==> config.mk <==
export PLATFORM = sky130hd
export DESIGN_NAME = bpm_clock_generator_unit
export DESIGN_NICKNAME = d
export VERILOG_FILES = /design/src/design/bcg_pkg.sv /design/src/design/bpm_clock_generator_unit.sv
export VERILOG_INCLUDE_DIRS = /design/src /design/src/design
export SDC_FILE = /design/constraint.sdc
export NUM_CORES = 2
export LEC_CHECK = 0
export BUFFER_PORTS_ARGS = -buffer_cell sky130_fd_sc_hd__buf_4
export CORE_ASPECT_RATIO = 1.5
export CORE_MARGIN = 2
export CORE_UTILIZATION = 31
export DETAILED_ROUTE_END_ITERATION = 10
export PLACE_DENSITY_LB_ADDON = 0.25
export SLEW_MARGIN = 5
export SYNTH_ARGS = -nofsm -noshare
export SYNTH_HDL_FRONTEND = slang
export SYNTH_SLANG_ARGS = --single-unit
==> constraint.sdc <==
create_clock -name clk_i -period 19.2 [get_ports clk_i]
set_input_delay 0.96 -clock clk_i [delete_from_list [all_inputs] [get_ports clk_i]]
set_output_delay 0.96 -clock clk_i [all_outputs]
set_load 0.01 [all_outputs]
==> src/design/bpm_clock_generator_unit_assert.svh <==
// Assertion macros for the tempo clock generator unit.
`ifndef BPM_CLOCK_GENERATOR_UNIT_ASSERT_SVH
`define BPM_CLOCK_GENERATOR_UNIT_ASSERT_SVH
`ifndef SYNTHESIS
// Implication check, sampled on the rising clock, off during reset.
`define BCG_ASSERT(lbl, clk, rstn, prop) \
  lbl: assert property (@(posedge clk) disable iff (!rstn) (prop)) \
    else $error("bpm clock generator: check failed");
// Condition in one cycle implies a condition in the next cycle.
`define BCG_ASSERT_NEXT(lbl, clk, rstn, pre, post) \
  lbl: assert property (@(posedge clk) disable iff (!rstn) (pre) |=> (post)) \
    else $error("bpm clock generator: next-cycle check failed");
`else
`define BCG_ASSERT(lbl, clk, rstn, prop)
`define BCG_ASSERT_NEXT(lbl, clk, rstn, pre, post)
`endif
`endif

==> src/design/bcg_pkg.sv <==
// Types and constants of the tempo clock generator.
package bcg_pkg;

  // Default accumulator width
  localparam int unsigned PHASE_BITS_DEF = 32;

  // Configuration register indexes
  localparam logic [2:0] CFG_CLOCK_MULTIPLIER = 3'd0;
  localparam logic [2:0] CFG_GATE_LENGTH      = 3'd1;
  localparam logic [2:0] CFG_RESET_LENGTH     = 3'd2;
  localparam logic [2:0] CFG_SAMPLE_RATE      = 3'd3;
  localparam logic [2:0] CFG_FADER_RANGE      = 3'd4;

  // Configuration reset values
  localparam logic [4:0]  CM_RST = 5'd4;
  localparam logic [20:0] GL_RST = 21'd240;
  localparam logic [20:0] RL_RST = 21'd480;
  localparam logic [17:0] SR_RST = 18'd48000;
  localparam logic [5:0]  FR_RST = 6'd1;

  // Input clamps
  localparam logic [3:0]        DIGIT_MAX = 4'd10;
  localparam logic [7:0]        FINE_MAX  = 8'd128;
  localparam logic signed [17:0] FINE_ZERO = 18'sd64;
  localparam logic signed [10:0] FADER_MAX = 11'sd512;
  localparam logic signed [10:0] FADER_MIN = -11'sd512;
  localparam logic [5:0]        RANGE_MIN = 6'd1;
  localparam logic [5:0]        RANGE_MAX = 6'd50;

  // Digit weights in centi-BPM
  localparam logic [17:0] W_HUNDREDS = 18'd10000;
  localparam logic [17:0] W_TENS     = 18'd1000;
  localparam logic [17:0] W_ONES     = 18'd100;

  // Wrap threshold scale: 60 s times 100 centi-BPM
  localparam logic signed [29:0] WRAP_SCALE = 30'sd6000;

  // Fader term divide: floor((x + 25600) / 51200), taken as (x >> 11) / 25.
  // The divide by 25 multiplies by ceil(2^24 / 25) and keeps bits 24 and up,
  // exact for every dividend below 2^24 / 9, which the clamped inputs keep to.
  localparam int unsigned        QUO_BITS    = 16;
  localparam int unsigned        DIV_SHIFT   = 11;
  localparam int unsigned        DIV_Y_BITS  = 21;
  localparam int unsigned        RECIP_SHIFT = 24;
  localparam logic signed [23:0] RECIP_25    = 24'sd671089;
  localparam logic signed [33:0] ROUND_BIAS  = 34'sd25600;
  localparam logic [33:0]        CEIL_BIAS   = 34'd51199;

  // Sequencer states
  typedef enum logic [3:0] {
    ST_IDLE,
    ST_MUL_THR,
    ST_MUL_FADER,
    ST_MUL_RANGE,
    ST_DIV_PREP,
    ST_DIVIDE,
    ST_TEMPO,
    ST_MUL_TEMPO,
    ST_PHASE,
    ST_WRAP
  } state_e;

endpackage

==> src/design/bpm_clock_generator_unit.sv <==
// Tempo clock generator: phase accumulator clocked once per audio sample tick.
// After the transfer, each tick steps through the sequencer states in order;
// a stalled result holds it in the wrap state until the output frees, and
// no new tick is taken until then. The sequencer runs one shared 30x24
// signed multiplier (wrap threshold, fader product, range scale, reciprocal
// divide of the rounded fader term by 51200, tempo times multiplier), one
// step each. The input stalls for the whole tick. Configuration writes are
// always ready and are written at once, so a write during a tick can affect it.
module bpm_clock_generator_unit #(
  parameter int unsigned PHASE_BITS = bcg_pkg::PHASE_BITS_DEF
) (
  input  logic               clk_i,
  input  logic               rst_ni,
  // input channel
  input  logic               in_valid_i,
  output logic               in_stall_o,
  input  logic               run_on_i,
  input  logic               reset_level_i,
  input  logic [3:0]         bpm_hundreds_i,
  input  logic [3:0]         bpm_tens_i,
  input  logic [3:0]         bpm_ones_i,
  input  logic [7:0]         bpm_fine_i,
  input  logic signed [10:0] fader_amount_i,
  // output channel
  output logic               out_valid_o,
  input  logic               out_stall_i,
  output logic               clock_gate_o,
  output logic               reset_gate_o,
  output logic signed [18:0] tempo_centi_o,
  // configuration write channel
  input  logic               cfg_valid_i,
  output logic               cfg_ready_o,
  input  logic [2:0]         cfg_index_i,
  input  logic [20:0]        cfg_data_i
);

`include "bpm_clock_generator_unit_assert.svh"

  localparam int unsigned CW = ((PHASE_BITS > 31) ? PHASE_BITS : 31) + 1;
  localparam logic signed [PHASE_BITS-1:0] PMAX = {1'b0, {(PHASE_BITS-1){1'b1}}};
  localparam logic signed [PHASE_BITS-1:0] PMIN = {1'b1, {(PHASE_BITS-1){1'b0}}};

  bcg_pkg::state_e state_q, state_d;

  // configuration
  logic [4:0]  cm_q;
  logic [20:0] gl_q, rl_q;
  logic [17:0] sr_q;
  logic [5:0]  rng_cfg_q;
  logic [5:0]  rng;

  // captured tick
  logic               run_q, rlev_q;
  logic signed [17:0] base_q;
  logic signed [10:0] fr_q;

  // working registers
  logic [30:0]                     thr_q;
  logic signed [28:0]              p1_q;
  logic signed [33:0]              prod_q;
  logic [bcg_pkg::DIV_Y_BITS-1:0]  div_y_q;
  logic [bcg_pkg::QUO_BITS-1:0]    quo_q;
  logic                            neg_q;
  logic signed [18:0]              tempo_q;
  logic signed [23:0]              tm_q;
  logic                            edge_q;

  // state of the clock
  logic signed [PHASE_BITS-1:0] phase_q;
  logic                         prev_run_q, prev_reset_q;
  logic [20:0]                  gate_left_q, reset_left_q;

  // output register
  logic               out_valid_q, out_valid_d;
  logic               clock_gate_q, reset_gate_q;
  logic signed [18:0] tempo_out_q;

  // sequencer outputs
  logic               accept;
  logic               commit;
  logic signed [29:0] mul_a;
  logic signed [23:0] mul_b;
  logic signed [53:0] mul_p;

  // input clamping and digit sum
  logic [3:0]         h_c, t_c, o_c;
  logic [7:0]         f_c;
  logic [17:0]        digit_sum;
  logic signed [17:0] base_d;
  logic signed [10:0] fr_d;

  always_comb begin
    h_c = (bpm_hundreds_i > bcg_pkg::DIGIT_MAX) ? bcg_pkg::DIGIT_MAX : bpm_hundreds_i;
    t_c = (bpm_tens_i > bcg_pkg::DIGIT_MAX) ? bcg_pkg::DIGIT_MAX : bpm_tens_i;
    o_c = (bpm_ones_i > bcg_pkg::DIGIT_MAX) ? bcg_pkg::DIGIT_MAX : bpm_ones_i;
    f_c = (bpm_fine_i > bcg_pkg::FINE_MAX) ? bcg_pkg::FINE_MAX : bpm_fine_i;
    digit_sum = 18'(h_c) * bcg_pkg::W_HUNDREDS + 18'(t_c) * bcg_pkg::W_TENS
              + 18'(o_c) * bcg_pkg::W_ONES + 18'(f_c);
    base_d = signed'(digit_sum) - bcg_pkg::FINE_ZERO;
    if (fader_amount_i > bcg_pkg::FADER_MAX) begin
      fr_d = bcg_pkg::FADER_MAX;
    end else if (fader_amount_i < bcg_pkg::FADER_MIN) begin
      fr_d = bcg_pkg::FADER_MIN;
    end else begin
      fr_d = fader_amount_i;
    end
  end

  // fader range clamp
  always_comb begin
    if (rng_cfg_q < bcg_pkg::RANGE_MIN) begin
      rng = bcg_pkg::RANGE_MIN;
    end else if (rng_cfg_q > bcg_pkg::RANGE_MAX) begin
      rng = bcg_pkg::RANGE_MAX;
    end else begin
      rng = rng_cfg_q;
    end
  end

  // next state
  always_comb begin
    state_d = state_q;
    case (state_q)
      bcg_pkg::ST_IDLE:      if (in_valid_i) state_d = bcg_pkg::ST_MUL_THR;
      bcg_pkg::ST_MUL_THR:   state_d = bcg_pkg::ST_MUL_FADER;
      bcg_pkg::ST_MUL_FADER: state_d = bcg_pkg::ST_MUL_RANGE;
      bcg_pkg::ST_MUL_RANGE: state_d = bcg_pkg::ST_DIV_PREP;
      bcg_pkg::ST_DIV_PREP:  state_d = bcg_pkg::ST_DIVIDE;
      bcg_pkg::ST_DIVIDE:    state_d = bcg_pkg::ST_TEMPO;
      bcg_pkg::ST_TEMPO:     state_d = bcg_pkg::ST_MUL_TEMPO;
      bcg_pkg::ST_MUL_TEMPO: state_d = bcg_pkg::ST_PHASE;
      bcg_pkg::ST_PHASE:     state_d = bcg_pkg::ST_WRAP;
      bcg_pkg::ST_WRAP:      if (!out_valid_q || !out_stall_i) state_d = bcg_pkg::ST_IDLE;
      default:               state_d = bcg_pkg::ST_IDLE;
    endcase
  end

  // sequencer outputs: handshake and shared multiplier operands
  always_comb begin
    in_stall_o = (state_q != bcg_pkg::ST_IDLE);
    accept     = in_valid_i && (state_q == bcg_pkg::ST_IDLE);
    commit     = (state_q == bcg_pkg::ST_WRAP) && (!out_valid_q || !out_stall_i);
    mul_a      = '0;
    mul_b      = '0;
    case (state_q)
      bcg_pkg::ST_MUL_THR: begin
        mul_a = bcg_pkg::WRAP_SCALE;
        mul_b = signed'({6'b0, sr_q});
      end
      bcg_pkg::ST_MUL_FADER: begin
        mul_a = signed'({{12{base_q[17]}}, base_q});
        mul_b = signed'({{13{fr_q[10]}}, fr_q});
      end
      bcg_pkg::ST_MUL_RANGE: begin
        mul_a = signed'({p1_q[28], p1_q});
        mul_b = signed'({18'b0, rng});
      end
      bcg_pkg::ST_DIVIDE: begin
        mul_a = signed'({9'b0, div_y_q});
        mul_b = bcg_pkg::RECIP_25;
      end
      bcg_pkg::ST_MUL_TEMPO: begin
        mul_a = signed'({{11{tempo_q[18]}}, tempo_q});
        mul_b = signed'({19'b0, cm_q});
      end
      default: begin
        mul_a = '0;
        mul_b = '0;
      end
    endcase
  end

  // shared multiplier
  assign mul_p = mul_a * mul_b;

  // divider setup: magnitude for a floor division of a signed numerator
  logic signed [33:0] num_d;
  logic [33:0]        neg_num;
  logic [33:0]        mag_d;
  assign num_d   = prod_q + bcg_pkg::ROUND_BIAS;
  assign neg_num = 34'd0 - unsigned'(num_d);
  assign mag_d   = num_d[33] ? (neg_num + bcg_pkg::CEIL_BIAS) : unsigned'(num_d);

  // signed quotient added to the base tempo
  logic signed [18:0] quo_ext;
  logic signed [18:0] tempo_d;
  assign quo_ext = signed'({3'b000, quo_q});
  assign tempo_d = signed'({base_q[17], base_q}) + (neg_q ? -quo_ext : quo_ext);

  // phase advance with saturation
  logic                         edge_d;
  logic signed [PHASE_BITS-1:0] ph0;
  logic signed [PHASE_BITS:0]   psum;
  logic signed [PHASE_BITS-1:0] psat;
  logic signed [PHASE_BITS-1:0] phase_adv_d;
  always_comb begin
    edge_d = (run_q && !prev_run_q) || (rlev_q && !prev_reset_q);
    ph0    = edge_d ? '0 : phase_q;
    psum   = signed'({ph0[PHASE_BITS-1], ph0})
           + signed'({{(PHASE_BITS+1-24){tm_q[23]}}, tm_q});
    if (psum[PHASE_BITS] != psum[PHASE_BITS-1]) begin
      psat = psum[PHASE_BITS] ? PMIN : PMAX;
    end else begin
      psat = psum[PHASE_BITS-1:0];
    end
    phase_adv_d = run_q ? psat : ph0;
  end

  // wrap compare and subtract
  logic signed [CW-1:0] phase_ext, thr_ext, phase_sub;
  logic                 wrap_d;
  always_comb begin
    phase_ext = signed'({{(CW-PHASE_BITS){phase_q[PHASE_BITS-1]}}, phase_q});
    thr_ext   = signed'({{(CW-31){1'b0}}, thr_q});
    phase_sub = phase_ext - thr_ext;
    wrap_d    = run_q && (phase_ext >= thr_ext);
  end

  // pulse counters
  logic        fire;
  logic [20:0] rl1, gl1;
  logic        clk_gate_d, rst_gate_d;
  always_comb begin
    fire       = edge_q || wrap_d;
    rl1        = (edge_q && (rl_q > reset_left_q)) ? rl_q : reset_left_q;
    gl1        = (fire && (gl_q > gate_left_q)) ? gl_q : gate_left_q;
    rst_gate_d = (rl1 != '0);
    clk_gate_d = run_q && (gl1 != '0);
  end

  assign out_valid_d = commit || (out_valid_q && out_stall_i);

  // control and clock state
  always_ff @(posedge clk_i or negedge rst_ni) begin
    if (!rst_ni) begin
      state_q      <= bcg_pkg::ST_IDLE;
      phase_q      <= '0;
      prev_run_q   <= 1'b0;
      prev_reset_q <= 1'b0;
      gate_left_q  <= '0;
      reset_left_q <= '0;
      out_valid_q  <= 1'b0;
    end else begin
      state_q     <= state_d;
      out_valid_q <= out_valid_d;
      if (state_q == bcg_pkg::ST_PHASE) begin
        phase_q <= phase_adv_d;
      end
      if (commit) begin
        if (wrap_d) phase_q <= phase_sub[PHASE_BITS-1:0];
        prev_run_q   <= run_q;
        prev_reset_q <= rlev_q;
        reset_left_q <= rl1 - 21'(rst_gate_d);
        gate_left_q  <= gl1 - 21'(clk_gate_d);
      end
    end
  end

  // configuration registers
  always_ff @(posedge clk_i or negedge rst_ni) begin
    if (!rst_ni) begin
      cm_q      <= bcg_pkg::CM_RST;
      gl_q      <= bcg_pkg::GL_RST;
      rl_q      <= bcg_pkg::RL_RST;
      sr_q      <= bcg_pkg::SR_RST;
      rng_cfg_q <= bcg_pkg::FR_RST;
    end else if (cfg_valid_i) begin
      case (cfg_index_i)
        bcg_pkg::CFG_CLOCK_MULTIPLIER: cm_q      <= cfg_data_i[4:0];
        bcg_pkg::CFG_GATE_LENGTH:      gl_q      <= cfg_data_i;
        bcg_pkg::CFG_RESET_LENGTH:     rl_q      <= cfg_data_i;
        bcg_pkg::CFG_SAMPLE_RATE:      sr_q      <= cfg_data_i[17:0];
        bcg_pkg::CFG_FADER_RANGE:      rng_cfg_q <= cfg_data_i[5:0];
        default: ;
      endcase
    end
  end

  assign cfg_ready_o = 1'b1;

  // datapath registers
  always_ff @(posedge clk_i) begin
    if (accept) begin
      run_q  <= run_on_i;
      rlev_q <= reset_level_i;
      base_q <= base_d;
      fr_q   <= fr_d;
    end
    case (state_q)
      bcg_pkg::ST_MUL_THR:   thr_q  <= unsigned'(mul_p[30:0]);
      bcg_pkg::ST_MUL_FADER: p1_q   <= mul_p[28:0];
      bcg_pkg::ST_MUL_RANGE: prod_q <= mul_p[33:0];
      bcg_pkg::ST_DIV_PREP: begin
        neg_q   <= num_d[33];
        div_y_q <= mag_d[bcg_pkg::DIV_SHIFT +: bcg_pkg::DIV_Y_BITS];
      end
      // reciprocal multiply gives the divide by 25
      bcg_pkg::ST_DIVIDE:    quo_q   <= mul_p[bcg_pkg::RECIP_SHIFT +: bcg_pkg::QUO_BITS];
      bcg_pkg::ST_TEMPO:     tempo_q <= tempo_d;
      bcg_pkg::ST_MUL_TEMPO: tm_q    <= mul_p[23:0];
      bcg_pkg::ST_PHASE:     edge_q  <= edge_d;
      default: ;
    endcase
    if (commit) begin
      clock_gate_q <= clk_gate_d;
      reset_gate_q <= rst_gate_d;
      tempo_out_q  <= tempo_q;
    end
  end

  assign out_valid_o   = out_valid_q;
  assign clock_gate_o  = clock_gate_q;
  assign reset_gate_o  = reset_gate_q;
  assign tempo_centi_o = tempo_out_q;

  // checks
  `BCG_ASSERT_NEXT(a_accept_starts, clk_i, rst_ni, accept, state_q == bcg_pkg::ST_MUL_THR)
  `BCG_ASSERT_NEXT(a_result_from_wrap, clk_i, rst_ni, (state_q != bcg_pkg::ST_WRAP) && !out_valid_q, !out_valid_q)
  `BCG_ASSERT(a_quotient_fits, clk_i, rst_ni, (state_q == bcg_pkg::ST_DIVIDE) |-> (mul_p[53:40] == '0))
  `BCG_ASSERT_NEXT(a_divide_one_step, clk_i, rst_ni, state_q == bcg_pkg::ST_DIVIDE, state_q == bcg_pkg::ST_TEMPO)

endmodule
==> results.py <==
metrics = {
    "route": {
        "vias": 32500,
        "post_drt_via_cell_ratio": 4.97,
        "ant_nets": 0,
        "drc_errors": 0,
        "first_pass_iters": 5,
        "drt-initial-drc-count": 1833,
        "wl_per_cell_um": 20.4,
        "routed_wl_um": 133000,
    },
    "timing": {
        "max_freq_mhz": 99.0,
        "maxSlewViolCount": 0,
        "clock_skew_ns": 0.0504,
        "fin_crit_sh": 0.526,
        "timing.hold.ws_ns": 0.261,
        "finalHoldViolCount": 0,
        "rsz0062_at_grt": "no",
        "finalSetupTns_ns": 0,
        "setup_viol_count_final": 0,
        "worstMarginPinSlew_ns": 1.33,
        "period_minus_slack_ns": 10.10,
        "slew_headroom": 0.116,
    },
    "yosys": {
        "ys_seq_elements": 370,
        "yosysWarnings": 0,
        "synthCells": 4606,
        "synth-xor-area-share": 0.0455,
        "async_flop_share": 0.411,
        "synth.area.mux_share": 0.0246,
        "synthSimpleGateAreaFrac": 0.126,
        "synth_edf_count": 218,
        "ys_seq_area_frac": 0.240,
        "syn_avg_cell_area_um2": 9.40,
        "syn_nets": 5574,
        "ys.flop_type": "edfxtp_1",
        "ys_types": 88,
        "synth-compound-area-share": 0.109,
        "synthAdderAreaFrac": 0.362,
        "synth_top_family_by_area": "adder cells",
        "synth.cell_area_um2": 43300,
    },
    "floorplanning": {
        "core_um2": 139000,
        "chipHeight_um": 462,
        "die_w_um": 309,
        "rows": 168,
        "dieArea_um2": 143000,
        "start_util": 0.311,
        "io_pins": 86,
    },
    "critical_path": {
        "path_common_cell": "fa_1",
        "endpoint_kind": "flip-flop",
        "path_delay_family": "adder cells",
        "criticalPathCategory": "reg -> reg",
        "worstPathMaxFanout": 59,
        "startpoint_type": "flip-flop",
        "max_stage_delay_ns": 0.72,
        "required_ns": 19.55,
        "critPathSlowestCell": "nand2_1",
        "critPathBufInv": 8,
        "arrival_ns": 10.45,
    },
    "clock_network": {
        "clock-sinks": 370,
        "htreeDepth": 2,
        "cts_setup_buffers": 0,
        "cts_resized": 0,
        "cts_root_buffer": "clkbuf_16",
        "numCtsBuffers": 42,
        "clk_pin_slew_ns": 0.07,
        "insertion_delay_ns": 0.61,
        "cts.path.max_buffers": 3,
        "hold_buffers": 0,
        "tritoncts": "done",
    },
    "layout": {
        "fin_nets": 5600,
        "layout_commonest_cell": "inv_1",
        "final_cell_mix": "inv_1 (909), fa_1 (571), nand2_1 (507)",
        "syn_to_final_growth_pct": 10.2,
        "antenna_cells": 0,
        "layout-drive-gt1-share": 0.0750,
    },
    "min_path": {
        "holdCritPathClass": "in -> async",
    },
    "global_route": {
        "grt_max_degree": 69,
        "track_usage": 0.190,
        "grt-ovfl-total": 0,
        "antenna_found_initial": 3,
        "grt_pass1_vias": 34200,
        "grt_pass1_wl_um": 205000,
    },
    "flow_run": {
        "max-cap-violations": 0,
    },
    "placed_design": {
        "io_buffers": 84,
        "hpwlAfterDp_um": 108000,
        "routabilityCongestion": 0.903,
    },
    "status": {
        "status": "finished, final reports clean",
    },
}
==> cells by family after synthesis <==
kind of cell,count (synthesis)
compound gates,721
fa+ha+maj,909
buf+inv,1070
other cells,1
mux,97
flops,370
xor+xnor,225
simple gates,1213
==> worst register-to-register path, delay by kind of cell, from the launching register on <==
family | cells | cell delay, ns
AO/OA/AOI/OAI | 6 | 1.39
adder cells (fa/ha/maj) | 8 | 4.18
XOR/XNOR | 1 | 0.09
AND/OR/NAND/NOR | 9 | 2.22
flip-flops | 1 | 0.49
buffers and inverters | 8 | 1.49
==> state kept, by name, summed over array words and instances, names as in the netlist, 4 cells and up <==
signal	flops
sr_q	18
state_q	4
gl_q	21
prod_q	24
rl_q	21
gate_left_q	21
div_y_q	21
reset_left_q	21
thr_q	31
cm_q	5
fr_q	11
base_q	18
quo_q	16
tm_q	24
tempo_q	19
rng_cfg_q	6
tempo_centi_o	19
phase_q	32
p1_q	29
==> cell usage after synthesis, drive strengths merged, types with 64 or more instances <==
master / count / area [µm²]
inv: 911 / 3420
nor2: 303 / 1140
a21oi: 216 / 1100
clkbuf: 126 / 473
fa: 571 / 11400
nand3: 72 / 360
o21ai: 123 / 619
dfrtp: 135 / 3380
xnor2: 151 / 1320
and2: 67 / 419
nand2: 509 / 1910
a21o: 78 / 586
mux2: 76 / 856
ha: 335 / 4190
xor2: 74 / 648
nor3: 64 / 320
edfxtp: 218 / 6550
==> metrics by stage <==
step           std cells  worst slack (ns)  utilization  cell area, µm²
2_1_floorplan       4606              9.99            -           43300
4_1_cts             6536              9.07        0.343           47700
3_3_place_gp        6458              9.13        0.332           46200
6_report            6536              9.10        0.343           47700
5_1_grt             6536              8.47        0.343           47700
3_5_place_dp        6458              9.02        0.332           46200
==> layer usage <==
layer | track usage | vias up | share of wire
li1 | - | 15000 | -
met5 | 0 | - | 0.000097
met4 | 0.0863 | 2 | 0.051
met3 | 0.0166 | 255 | 0.036
met1 | 0.218 | 16500 | 0.39
met2 | 0.355 | 787 | 0.53
==> final timing paths <==
check / startpoint / to / slack [ns] / depth (start not counted)
worst max-delay path: state_q[0] / quo_q[15] / 9.10 / 32
worst min-delay path: rst_ni / phase_q[10] / 0.26 / 1
worst max register to register: state_q[0] / quo_q[15] / 9.10 / 32
worst min register to register: rlev_q / prev_reset_q / 0.50 / 2
max in group asynchronous: rst_ni / gl_q[3] / 16.93 / 3
min in group clk_i: rlev_q / prev_reset_q / 0.50 / 2
==> layout make-up <==
cell class | count | area (µm²)
clock buffer | 53 | 1150
clock inverter | 25 | 390
fill | 14500 | 91500
inverter | 912 | 3420
multi-input combinational | 3166 | 29000
sequential | 370 | 10400
tap | 1870 | 2340
timing repair buffer | 140 | 1050
Power is not shown: default switching activity piles up to over one toggle a cycle in this logic, so the estimate is an artifact.
